### src/hw/rtl/z80ild_pkg.sv
// ----------------------------------------------------------------------------
// z80ild_pkg
// Shared constants and opcode-field helpers for the Z80 instruction length
// decoder.
// ----------------------------------------------------------------------------
package z80ild_pkg;

	localparam logic [7:0] OP_PFX_IX = 8'hDD;
	localparam logic [7:0] OP_PFX_IY = 8'hFD;
	localparam logic [7:0] OP_CB     = 8'hCB;
	localparam logic [7:0] OP_ED     = 8'hED;

	typedef enum logic [1:0] {
		GRP_BASE = 2'd0,
		GRP_CB   = 2'd1,
		GRP_ED   = 2'd2,
		GRP_XCB  = 2'd3
	} group_t;

	typedef enum logic [1:0] {
		IDX_NONE = 2'd0,
		IDX_IX   = 2'd1,
		IDX_IY   = 2'd2,
		IDX_RSVD = 2'd3
	} index_t;

	// Operand bytes that follow a base opcode (x/y/z/p/q decode).
	function automatic logic [1:0] base_extra(input logic [7:0] op, input logic pfx);
		logic [1:0] x;
		logic [2:0] y;
		logic [2:0] z;
		logic [1:0] p;
		logic       q;
		logic [1:0] r;
		x = op[7:6];
		y = op[5:3];
		z = op[2:0];
		p = y[2:1];
		q = y[0];
		r = 2'd0;
		unique case (x)
			2'd0: begin
				unique case (z)
					3'd0: r = (y >= 3'd2) ? 2'd1 : 2'd0;
					3'd1: r = (!q) ? 2'd2 : 2'd0;
					3'd2: r = (p >= 2'd2) ? 2'd2 : 2'd0;
					3'd4, 3'd5: r = (y == 3'd6 && pfx) ? 2'd1 : 2'd0;
					3'd6: r = (y == 3'd6 && pfx) ? 2'd2 : 2'd1;
					default: r = 2'd0;
				endcase
			end
			2'd1: r = (((z == 3'd6) != (y == 3'd6)) && pfx) ? 2'd1 : 2'd0;
			2'd2: r = (z == 3'd6 && pfx) ? 2'd1 : 2'd0;
			default: begin
				unique case (z)
					3'd2, 3'd4: r = 2'd2;
					3'd3: begin
						if (y == 3'd0)
							r = 2'd2;
						else if (y == 3'd2 || y == 3'd3)
							r = 2'd1;
						else
							r = 2'd0;
					end
					3'd5: r = (q && p == 2'd0) ? 2'd2 : 2'd0;
					3'd6: r = 2'd1;
					default: r = 2'd0;
				endcase
			end
		endcase
		return r;
	endfunction

endpackage

### src/hw/rtl/z80_instruction_length_decoder.sv
// ----------------------------------------------------------------------------
// z80_instruction_length_decoder
// Finds Z80 instruction boundaries in a byte stream and reports length,
// group, index register and opcode of each completed instruction.
// ----------------------------------------------------------------------------
// Takes one code byte per cycle, starting on an instruction boundary. Each
// byte lands in an input register; one pass of decode logic updates the
// decode state and, on the last byte of an instruction, loads the result
// register. Sustained rate is one byte per clock; the result is registered
// from the decode of its final byte. Bytes that complete no instruction
// keep flowing while a result waits in the result register; a byte that
// completes one waits in the input register until that register is free.
// Lengths saturate at 15 with length_saturated set for long prefix runs.
module z80_instruction_length_decoder
	import z80ild_pkg::*;
(
	input  logic       clk,
	input  logic       arst_n,
	input  logic       code_valid,
	output logic       code_stall,
	input  logic [7:0] code_byte,
	output logic       result_valid,
	input  logic       result_stall,
	output logic [3:0] instr_length,
	output logic       length_saturated,
	output logic [1:0] instr_group,
	output logic [1:0] index_reg,
	output logic [7:0] main_opcode
);

	typedef enum logic [2:0] {
		PH_START = 3'd0,
		PH_CB    = 3'd1,
		PH_ED    = 3'd2,
		PH_XDISP = 3'd3,
		PH_XOP   = 3'd4,
		PH_OPER  = 3'd5
	} phase_t;

	logic       valid_s1;
	logic [7:0] byte_s1;

	phase_t     phase_q, phase_d;
	logic [3:0] count_q, count_d;
	logic       ovf_q, ovf_d;
	logic [1:0] index_q, index_d;
	logic [1:0] left_q, left_d;
	logic [1:0] hgroup_q, hgroup_d;
	logic [7:0] hop_q, hop_d;

	logic       done;
	logic [1:0] res_group;
	logic [7:0] res_op;
	logic [1:0] extra;
	logic [1:0] left_dec;
	logic       advance;
	logic       out_free;

	logic       res_valid_q;
	logic [3:0] len_q;
	logic       sat_q;
	logic [1:0] grp_q;
	logic [1:0] idx_q;
	logic [7:0] op_q;

	assign out_free   = !res_valid_q || !result_stall;
	assign advance    = valid_s1 && (!done || out_free);
	assign code_stall = valid_s1 && !advance;

	assign extra    = base_extra(byte_s1, index_q != IDX_NONE);
	assign left_dec = (left_q != 2'd0) ? left_q - 2'd1 : 2'd0;

	always_comb begin
		logic [3:0] cnt;
		logic       ovf;
		cnt = (count_q == 4'd15) ? 4'd15 : count_q + 4'd1;
		ovf = ovf_q || (count_q == 4'd15);

		phase_d   = phase_q;
		count_d   = cnt;
		ovf_d     = ovf;
		index_d   = index_q;
		left_d    = left_q;
		hgroup_d  = hgroup_q;
		hop_d     = hop_q;
		done      = 1'b0;
		res_group = GRP_BASE;
		res_op    = byte_s1;

		unique case (phase_q)
			PH_CB: begin
				done      = 1'b1;
				res_group = GRP_CB;
			end
			PH_ED: begin
				if (byte_s1[7:6] == 2'd1 && byte_s1[2:0] == 3'd3) begin
					hgroup_d = GRP_ED;
					hop_d    = byte_s1;
					left_d   = 2'd2;
					phase_d  = PH_OPER;
				end else begin
					done      = 1'b1;
					res_group = GRP_ED;
				end
			end
			PH_XDISP: phase_d = PH_XOP;
			PH_XOP: begin
				done      = 1'b1;
				res_group = GRP_XCB;
			end
			PH_OPER: begin
				left_d = left_dec;
				if (left_dec == 2'd0) begin
					done      = 1'b1;
					res_group = hgroup_q;
					res_op    = hop_q;
				end
			end
			default: begin
				phase_d = PH_START;
				if (byte_s1 == OP_PFX_IX) begin
					index_d = IDX_IX;
				end else if (byte_s1 == OP_PFX_IY) begin
					index_d = IDX_IY;
				end else if (byte_s1 == OP_CB) begin
					phase_d = (index_q != IDX_NONE) ? PH_XDISP : PH_CB;
				end else if (byte_s1 == OP_ED) begin
					phase_d = PH_ED;
				end else if (extra == 2'd0) begin
					done      = 1'b1;
					res_group = GRP_BASE;
				end else begin
					hgroup_d = GRP_BASE;
					hop_d    = byte_s1;
					left_d   = extra;
					phase_d  = PH_OPER;
				end
			end
		endcase

		// return to the instruction boundary
		if (done) begin
			phase_d  = PH_START;
			count_d  = 4'd0;
			ovf_d    = 1'b0;
			index_d  = IDX_NONE;
			left_d   = 2'd0;
			hgroup_d = GRP_BASE;
			hop_d    = 8'd0;
		end
	end

	always_ff @(posedge clk or negedge arst_n) begin
		if (!arst_n) begin
			valid_s1    <= 1'b0;
			phase_q     <= PH_START;
			count_q     <= 4'd0;
			ovf_q       <= 1'b0;
			index_q     <= IDX_NONE;
			left_q      <= 2'd0;
			hgroup_q    <= GRP_BASE;
			hop_q       <= 8'd0;
			res_valid_q <= 1'b0;
		end else begin
			// input register: load a new beat whenever it drains or is empty
			if (!valid_s1 || advance)
				valid_s1 <= code_valid;
			if (advance) begin
				phase_q  <= phase_d;
				count_q  <= count_d;
				ovf_q    <= ovf_d;
				index_q  <= index_d;
				left_q   <= left_d;
				hgroup_q <= hgroup_d;
				hop_q    <= hop_d;
			end
			if (advance && done)
				res_valid_q <= 1'b1;
			else if (!result_stall)
				res_valid_q <= 1'b0;
		end
	end

	always_ff @(posedge clk) begin
		if ((!valid_s1 || advance) && code_valid)
			byte_s1 <= code_byte;
		if (advance && done) begin
			len_q <= count_d == 4'd0 ? ((count_q == 4'd15) ? 4'd15 : count_q + 4'd1) : 4'd0;
			sat_q <= ovf_q || (count_q == 4'd15);
			grp_q <= res_group;
			idx_q <= index_q;
			op_q  <= res_op;
		end
	end

	assign result_valid     = res_valid_q;
	assign instr_length     = len_q;
	assign length_saturated = sat_q;
	assign instr_group      = grp_q;
	assign index_reg        = idx_q;
	assign main_opcode      = op_q;

endmodule

### config.mk
export PLATFORM = sky130hd
export DESIGN_NAME = z80_instruction_length_decoder
export DESIGN_NICKNAME = d
export VERILOG_FILES = /design/src/hw/rtl/z80ild_pkg.sv /design/src/hw/rtl/z80_instruction_length_decoder.sv
export SDC_FILE = /design/constraint.sdc
export NUM_CORES = 1
export LEC_CHECK = 0
export ABC_CLOCK_PERIOD_IN_PS = 5850
export BUFFER_PORTS_ARGS = -buffer_cell sky130_fd_sc_hd__buf_2
export CORE_UTILIZATION = 50
export CTS_BUF_LIST = sky130_fd_sc_hd__clkbuf_8
export DETAILED_ROUTE_END_ITERATION = 8
export PLACE_DENSITY = 0.67
export REMOVE_ABC_BUFFERS = 1
export SLEW_MARGIN = 40
export SYNTH_ARGS = -nofsm -noshare
export SYNTH_HDL_FRONTEND = slang
export SYNTH_SLANG_ARGS = --single-unit
### constraint.sdc
create_clock -name clk -period 5.85 [get_ports clk]
set_clock_uncertainty 0.1 [all_clocks]
set_input_delay 0.2925 -clock clk [delete_from_list [all_inputs] [get_ports clk]]
set_output_delay 0.2925 -clock clk [all_outputs]
set_load 0.03 [all_outputs]
Yosys cells after proc, flatten, opt, wreduce, memory -nomap -nowiden
Cells that the tools add are included.
Word-level totals
  register bits after elaboration: 49
  input port bits: 12
  output and inout port bits: 19
  word-level logic and storage cells: 165
Operators by class
  add/sub/neg operators: 2
  $lt $le $gt $ge: 2
  equality and inequality tests: 38
  multiplexer cells: 68
  reductions and logical operators: 40
Operators with widths (number)
  2-to-1 mux 8 bit: 9
  2-to-1 mux 2 bit: 26
  equality test 8 bit (second input constant): 4
  2-to-1 mux 3 bit: 7
  inequality test 4 x 2 -> 1 bit (second input constant): 5
  equality test 3 x 2 -> 1 bit (second input constant): 6
  equality test 3 bit (second input constant): 6
  one-hot mux 2 bit (4 select lines): 2
  one-hot mux 8 bit (2 select lines): 1
  AND reduction 8 bit: 2
  2-to-1 mux 1 bit: 15
  inequality test 3 x 2 -> 1 bit (second input constant): 5
  one-hot mux 2 bit (3 select lines): 2
  inequality test 2 x 1 -> 1 bit (second input constant): 5
  one-hot mux 2 bit (5 select lines): 1
  logical AND 1 bit: 9
  one-hot mux 3 bit (3 select lines): 1
  zero test 2 bit: 4
  2-to-1 mux 4 bit: 2
  equality test 3 x 1 -> 1 bit (second input constant): 2
  zero test 3 bit: 2
  AND reduction 3 bit: 2
  OR reduction 2 bit: 3
  OR reduction 3 bit: 2
  18 further kinds: 27

Logic depth before layout (Yosys ltp)
Gate-level depths: netlist (run 1).
  word-level depth: 18
  depth in mapped cells: 11
  gate-level depth less buffers: 9

Worst setup path after synthesis (run 1)
Ideal clock, no wire load.
  path type: reg2reg
  start point: reg byte_s1[6]
  end point: reg idx_q[0] (netlist: index_reg[0]), enable pin
  library setup time: 0.390 ns
  arrival time: 2.712 ns
  data required time: 5.360 ns
  slack: 2.647 ns
  stages on the path, launching flop included: 11
  path buffers: 2
  period minus slack after synthesis: 3.203 ns
  cell sequence: edfxtp_1 > inv_1 > ha_1 > and4bb_1 > xnor2_1 > a311oi_2 > a211oi_1 > or2_0 > buf_2 > buf_2 > nor2_1
Between the ends
  longest elaborated chain between the ends: 13
  elaborated cells on any way between the ends: 21
  those cells by class: eq/ne: 6; mux: 8; reduce/logical: 7
RTL lines
  start: declaration: line z80_instruction_length_decoder.sv:41  | logic [7:0] byte_s1;
  start signal: assignment: line z80_instruction_length_decoder.sv:186  | byte_s1 <= code_byte;
  equality test 2 bit (tied with other cells): line z80ild_pkg.sv:41  | unique case (x)
  one-hot mux 2 bit (3 select lines): line z80ild_pkg.sv:41
  zero test 2 bit: line z80_instruction_length_decoder.sv:129  | end else if (extra == 2'd0) begin
  2-to-1 mux 1 bit: line z80_instruction_length_decoder.sv:129
  2-to-1 mux 1 bit: line z80_instruction_length_decoder.sv:127  | end else if (byte_s1 == OP_ED) begin
  2-to-1 mux 1 bit: line z80_instruction_length_decoder.sv:125  | end else if (byte_s1 == OP_CB) begin
  2-to-1 mux 1 bit: line z80_instruction_length_decoder.sv:123  | end else if (byte_s1 == OP_PFX_IY) begin
  2-to-1 mux 1 bit: line z80_instruction_length_decoder.sv:121  | if (byte_s1 == OP_PFX_IX) begin
  one-hot mux 1 bit (4 select lines) (*): line z80_instruction_length_decoder.sv:90  | unique case (phase_q)
  zero test 1 bit: line z80_instruction_length_decoder.sv:67  | assign advance = valid_s1 && (!done || out_free);
  logical OR 1 bit: line z80_instruction_length_decoder.sv:67
  logical AND 1 bit: line z80_instruction_length_decoder.sv:67
  logical AND 1 bit (*): line z80_instruction_length_decoder.sv:187  | if (advance && done) begin
  end signal: assignment: line z80_instruction_length_decoder.sv:191  | idx_q <= index_q;
  end: declaration: line z80_instruction_length_decoder.sv:63  | logic [1:0] idx_q;
Mark *: on every way between the ends. The rest lies on a longest branch, timed or not.
A chain may end at the register's enable or synchronous reset.

Final worst setup path (run 1)
  start point: reg byte_s1[6]
  end point: reg byte_s1[1], enable pin
Between the ends
  longest elaborated chain between the ends: 14
  elaborated cells on any way between the ends: 22
  those cells by class: eq/ne: 6; mux: 8; reduce/logical: 8
RTL lines
  equality test 2 bit (tied with other cells): line z80ild_pkg.sv:41
  one-hot mux 2 bit (3 select lines): line z80ild_pkg.sv:41
  zero test 2 bit: line z80_instruction_length_decoder.sv:129
  2-to-1 mux 1 bit: line z80_instruction_length_decoder.sv:129
  2-to-1 mux 1 bit: line z80_instruction_length_decoder.sv:127
  2-to-1 mux 1 bit: line z80_instruction_length_decoder.sv:125
  2-to-1 mux 1 bit: line z80_instruction_length_decoder.sv:123
  2-to-1 mux 1 bit: line z80_instruction_length_decoder.sv:121
  one-hot mux 1 bit (4 select lines) (*): line z80_instruction_length_decoder.sv:90
  zero test 1 bit (*): line z80_instruction_length_decoder.sv:67
  logical OR 1 bit (*): line z80_instruction_length_decoder.sv:67
  logical AND 1 bit (*): line z80_instruction_length_decoder.sv:67
  logical OR 1 bit (*): line z80_instruction_length_decoder.sv:185  | if ((!valid_s1 || advance) && code_valid)
  logical AND 1 bit (*): line z80_instruction_length_decoder.sv:185
Marks and branches as above.

==> flow_metrics.env, run 1 <==
export IMPL_tightest_slew_ns=0.6694
export IMPL_place_area_mm2=0.002751
export IMPL_synth_area_per_cell_um2=10.84
export IMPL_hold_violations=0
export IMPL_postCtsSetupBuffers=0
export IMPL_synth_distinct_cells=62
export IMPL_wirelength_mm=5.197
export IMPL_yosysTopAreaCell="edfxtp_1"
export IMPL_drt_iter0_markers=211
export IMPL_seqCellArea_mm2=0.001326
export IMPL_cts_root_buffer="clkbuf_8"
export IMPL_r2r_slack_ns=2.38
export IMPL_antenna_found_initial=0
export IMPL_grt_pass1_vias=1789
export IMPL_slew_violations=0
export IMPL_p_leak_uw=0.001226
export IMPL_fillCellCount=428
export IMPL_p_int_uw=828.3
export IMPL_nets=283
export IMPL_grt_max_degree=24
export IMPL_wl_met1_mm=2.485
export IMPL_ant_nets=0
export IMPL_row_count=25
export IMPL_async_flop_share=0.4792
export IMPL_setup_viol=0
export IMPL_cts_made_buffers=5
export IMPL_period_share=0.5929
export IMPL_ioPinCount=31
export IMPL_synth_top_area_share=0.2899
export IMPL_drc=0
export IMPL_synth_common_cells="edfxtp_1, nand2_1, dfrtp_1"
export IMPL_synth_warning_count=0
export IMPL_dieWidth_um=73.97
export IMPL_cts_tree="built"
export IMPL_post_dp_hpwl_mm=3.602
export IMPL_cts_buffer_depth=2
export IMPL_setup_worst_path_class="flip-flop to flip-flop"
export IMPL_die_area_mm2=0.005472
export IMPL_io_buffers=30
export IMPL_synthFlopType="edfxtp_1"
export IMPL_critPathArrivalTime_ns=3.31
export IMPL_clkSlewWorstSetupHoldPaths_ns=0.08
export IMPL_timing_critical_path_from_type="flip-flop"
export IMPL_clk_latency_ns=0.30
export IMPL_ir_drop_uv=252.0
export IMPL_area_growth_syn_to_layout_pct=10.77
export IMPL_gr_total_overflow=0
export IMPL_ys_ff_latch=48
export IMPL_max_freq_mhz=288.3
export IMPL_yosysSeqAreaShare=0.5121
export IMPL_p_switching_uw=601.9
export IMPL_status="completed"
export IMPL_drt_wirelength_per_cell_um=15.61
export IMPL_rsz0062_at_grt="no"
export IMPL_die_h_um=73.97
export IMPL_drt_pre_antenna_iters=4
export IMPL_layout_min_cycle_time_ns=3.468
export IMPL_cts_sinks=48
export IMPL_synth_edff_count=25
export IMPL_drv_cap=0
export IMPL_dr_max_layer_used="met4"
export IMPL_p_seq_frac=0.413
export IMPL_start_util=0.5342
export IMPL_finalSetupTns_ns=0
export IMPL_yosys_top_cells_area="edfxtp_1, dfrtp_1, nand2_1"
export IMPL_p_sw_frac=0.4208
export IMPL_layout_drive_gt1_share=0.1955
export IMPL_grt_usage=0.2209
export IMPL_grt_pass1_wl_mm=8.921
export IMPL_power_density_mw_per_mm2=498.5
export IMPL_met3_length_um=237
export IMPL_post_route_cell_area_mm2=0.002869
export IMPL_wl_met2_mm=2.347
export IMPL_cp_end_kind="flip-flop"
export IMPL_p_comb_frac=0.425
export IMPL_core_area_mm2=0.004848
export IMPL_synth_cells=239
export IMPL_multiInputGateArea_mm2=0.001135
export IMPL_clkPwrFrac=0.162
export IMPL_htreeDepth=2
export IMPL_synth_area_mm2=0.002590
export IMPL_route_vias_total=1938
export IMPL_gp_congestion=0.9092
export IMPL_viasPerCell=5.820
export IMPL_slew_limit_headroom=0.5528
export IMPL_n_antenna_cell=0
export IMPL_required_ns=5.69
export IMPL_crit_fanout=19
export IMPL_hold_path_class="input pin to flip-flop"
==> cell usage in the layout (no fill, tap or decap), drive strengths merged, types with 5 or more instances in the layout <==
cell type	synthesis	final
a21oi	9	9
clkbuf	4	5
nand3	6	6
ha	6	6
o21ai	14	14
dfrtp	23	23
a22o	10	10
nor2	17	17
a31oi	7	7
inv	8	9
edfxtp	25	25
buf	11	33
nand2	25	25
==> area by class of cell <==
| type | count | share of cell area |
|---|---|---|
| Inverter | 9 | 0.01177 |
| Tap cell | 67 | 0.02922 |
| Multi-Input combinational cell | 167 | 0.3956 |
| Clock inverter | 3 | 0.01352 |
| Sequential cell | 48 | 0.4623 |
| Timing Repair Buffer | 34 | 0.06367 |
| Clock buffer | 5 | 0.02399 |
==> kinds of logic (layout without fill, tap and decap cells) <==
logic type,count (synthesis),in the layout,share of synthesized area
xor gates and xnor gates,2,2,0.006765
adders and majority gates,6,6,0.02898
AOI/OAI and AO/OA,72,72,0.2140
DFF,48,48,0.5121
buffers and inverters,24,51,0.04975
and+or+nand+nor,82,82,0.1672
muxes,5,5,0.02125
==> power by group through the flow <==
stage                     Sequential [uW]  Clock, uW  Combinational [uW]
final                                 590        232                 608
after global routing                  611        251                 674
after detailed placement              595          0                 607
after global placement                593          0                 599
after CTS                             589        238                 609
after floorplan                       676          0                 353
==> layer usage <==
| metal | global-route usage | up-vias |
|---|---|---|
| met3 | 0.04472 | 9 |
| met1 | 0.3179 | 917 |
| met5 | 0 | - |
| met4 | 0.1090 | 0 |
| li1 | - | 953 |
| met2 | 0.3192 | 59 |
==> path summary, 6_finish.rpt <==
kind / cells after the start / startpoint / endpoint
worst min-delay path: 1 / code_byte[2] / byte_s1[2]
worst max register to register: 9 / byte_s1[6] / byte_s1[1]
max in group asynchronous: 2 / arst_n / count_q[3]
worst min register to register: 1 / hop_q[1] / hop_q[1]
min in group asynchronous: 2 / arst_n / left_q[0]
worst max-delay path: 9 / byte_s1[6] / byte_s1[1]
==> what timing repair did <==
item | CTS | global route
hold buffers | 1 | 0
hold endpoints to repair | 23 | 0
resized for setup | 0 | 0
==> critical path, stage by stage (launching register included) <==
cell,delay (ns)
edfxtp_1,0.43
inv_1,0.10
ha_1,0.21
and4bb_1,0.27
xnor2_1,0.13
a311oi_2,0.13
a211oi_1,0.41
or2_1,0.59
nor2_1,0.14
a21boi_1,0.58
==> per-stage QoR <==
| stage | total power [uW] | hold slack [ns] | util | instances | setup WS [ns] |
|---|---|---|---|---|---|
| 6_report | 1430 | 0.06366 | 0.5917 | 333 | 2.382 |
| 5_1_grt | 1537 | 0.04393 | 0.5917 | 333 | 2.066 |
| 4_1_cts | 1436 | 0.05353 | 0.5917 | 333 | 2.363 |
| 3_5_place_dp | 1202 | 0.2160 | 0.5675 | 324 | 2.386 |
| 3_3_place_gp | 1192 | 0.2192 | 0.5675 | 324 | 2.170 |
| 2_1_floorplan | 1029 | -0.1031 | - | 224 | 2.612 |
(Power assumes the default switching activity.)
==> run 2, diff against run 1 <==
--- a/config.mk
+++ b/config.mk
@@ -5,12 +5,12 @@
 export SDC_FILE = /design/constraint.sdc
 export NUM_CORES = 1
 export LEC_CHECK = 0
-export ABC_CLOCK_PERIOD_IN_PS = 5850
+export ABC_CLOCK_PERIOD_IN_PS = 2900
 export BUFFER_PORTS_ARGS = -buffer_cell sky130_fd_sc_hd__buf_2
 export CORE_UTILIZATION = 50
 export CTS_BUF_LIST = sky130_fd_sc_hd__clkbuf_8
 export DETAILED_ROUTE_END_ITERATION = 8
-export PLACE_DENSITY = 0.67
+export PLACE_DENSITY = 0.7
 export REMOVE_ABC_BUFFERS = 1
 export SLEW_MARGIN = 40
 export SYNTH_ARGS = -nofsm -noshare
==> constraint.sdc (replaced) <==
create_clock -name clk -period 2.9 [get_ports clk]
set_clock_uncertainty 0.1 [all_clocks]
set_input_delay 0.145 -clock clk [delete_from_list [all_inputs] [get_ports clk]]
set_output_delay 0.145 -clock clk [all_outputs]
set_load 0.03 [all_outputs]
==> flow_metrics.env, run 2 (same netlist as run 1, synthesis figures left out) <==
export IMPL_clk_latency_ns=0.30
export IMPL_route_vias_total=2024
export IMPL_dieWidth_um=73.97
export IMPL_ioPinCount=31
export IMPL_grt_usage=0.2259
export IMPL_grt_pass1_vias=1872
export IMPL_max_freq_mhz=364.8
export IMPL_rsz0062_at_grt="no"
export IMPL_fillCellCount=400
export IMPL_drt_pre_antenna_iters=4
export IMPL_required_ns=2.65
export IMPL_setup_worst_path_class="flip-flop to output pin"
export IMPL_hold_path_class="input pin to flip-flop"
export IMPL_whs_ns=0.05826
export IMPL_grt_max_degree=24
export IMPL_io_buffers=30
export IMPL_drv_cap=0
export IMPL_critPathTopFamily="simple AND/OR/NAND/NOR gates"
export IMPL_layout_drive_gt1_share=0.2300
export IMPL_wirelength_mm=5.448
export IMPL_cp_cell_sequence="inv_1 -> ha_1 -> and4bb_1 -> xnor2_1 -> a311oi_2 -> a211oi_2 -> nor2_2 -> nand3_1 -> nor2_1 -> buf_2"
export IMPL_setup_viol=0
export IMPL_nets=304
export IMPL_cts_root_buffer="clkbuf_8"
export IMPL_drt_wirelength_per_cell_um=15.39
export IMPL_n_antenna_cell=0
export IMPL_p_total_uw=3087
export IMPL_gp_congestion=0.9002
export IMPL_start_util=0.5342
export IMPL_p_leak_uw=0.001332
export IMPL_power_density_mw_per_mm2=1000
export IMPL_drt_iter0_markers=109
export IMPL_slew_limit_headroom=0.6176
export IMPL_critical_path_buf_inv_count=2
export IMPL_ir_drop_uv=460.3
export IMPL_htreeDepth=2
export IMPL_final_cell_mix="buf_2, nand2_1, edfxtp_1"
export IMPL_crit_path_max_incr_delay_ns=0.42
export IMPL_cts_made_buffers=5
export IMPL_die_h_um=73.97
export IMPL_antenna_found_initial=0
export IMPL_area_growth_syn_to_layout_pct=19.13
export IMPL_ant_nets=0
export IMPL_tightest_slew_ns=0.5683
export IMPL_gr_total_overflow=0
export IMPL_viasPerCell=5.718
export IMPL_cts_sinks=48
export IMPL_critPathArrivalTime_ns=2.50
export IMPL_row_count=25
export IMPL_final_common_cell="buf_2"
export IMPL_drc=0
export IMPL_post_dp_hpwl_mm=3.714
export IMPL_crit_fanout=4
export IMPL_timing_critical_path_from_type="flip-flop"
export IMPL_cts_tree="built"
export IMPL_core_area_mm2=0.004848
export IMPL_cts_buffer_depth=2
export IMPL_layout_min_cycle_time_ns=2.741
export IMPL_critPathSlowestCell="edfxtp_1"
export IMPL_status="completed"
export IMPL_slew_violations=0
export IMPL_hold_violations=0
export IMPL_clkSlewWorstSetupHoldPaths_ns=0.09
export IMPL_die_area_mm2=0.005472
export IMPL_cp_end_kind="output pin"
export IMPL_grt_pass1_wl_mm=9.114
export IMPL_period_share=0.9452
## run 2: layout make-up
class                           instances  area [um2]  area share
Clock buffer                            5       68.82     0.02230
Timing Repair Buffer                   55       362.8      0.1176
Tap cell                               67       83.83     0.02717
Multi-Input combinational cell        167        1146      0.3715
Sequential cell                        48        1326      0.4298
Clock inverter                          3       63.81     0.02068
Inverter                                9       33.78     0.01095
## run 2: what timing repair did
item / in CTS / in global routing
setup buffers: 1 / 4
gates resized for setup: 0 / 2
pin swaps: 1 / 0
hold endpoints to repair: 32 / 0
setup endpoints to repair: 1 / 22
hold buffers: 10 / 0
## run 2: per-layer routing
metal / up-vias / part of all wire / GRT usage
met5: - / 0 / 0
met4: 0 / 0.024 / 0.09829
met3: 12 / 0.041 / 0.04743
met2: 52 / 0.47 / 0.3434
met1: 962 / 0.47 / 0.3148
li1: 998 / - / -
## run 2: final timing paths
path	slack [ns]	from	cells past startpoint	endpoint
setup / recovery	0.16	byte_s1[6]	10	code_stall
hold / removal	0.06	result_stall	3	result_valid
setup reg to reg	0.20	byte_s1[6]	9	hop_q[3]
hold reg to reg	0.41	index_q[0]	0	index_reg[0]
max in group asynchronous	2.10	arst_n	2	hop_q[7]
min in group asynchronous	0.24	arst_n	2	count_q[3]
## run 2: worst min-delay path, delay by kind of cell
kind	cells	cell delay, ns
AND/OR/NAND/NOR	1	0.10
buffers and inverters	1	0.09
AO/OA/AOI/OAI	1	0.09
## run 2: report_power, final
group	switching [uW]	internal, uW	total, uW
combinational	856	495	1350
sequential	173	998	1170
clock	223	341	565
## run 2: per-stage QoR
step | setup slack, ns | TNS, ns | util | cell area [um2] | std cells
finish | 0.1589 | 0 | 0.6364 | 3085 | 354
CTS | 0.09082 | 0 | 0.6279 | 3044 | 350
detailed placement | 0.1010 | 0 | 0.5783 | 2804 | 331
global route | 0.03264 | 0 | 0.6364 | 3085 | 354
floorplan | -0.3380 | -8.257 | - | 2495 | 224
global placement | 0.2328 | 0 | 0.5783 | 2804 | 331
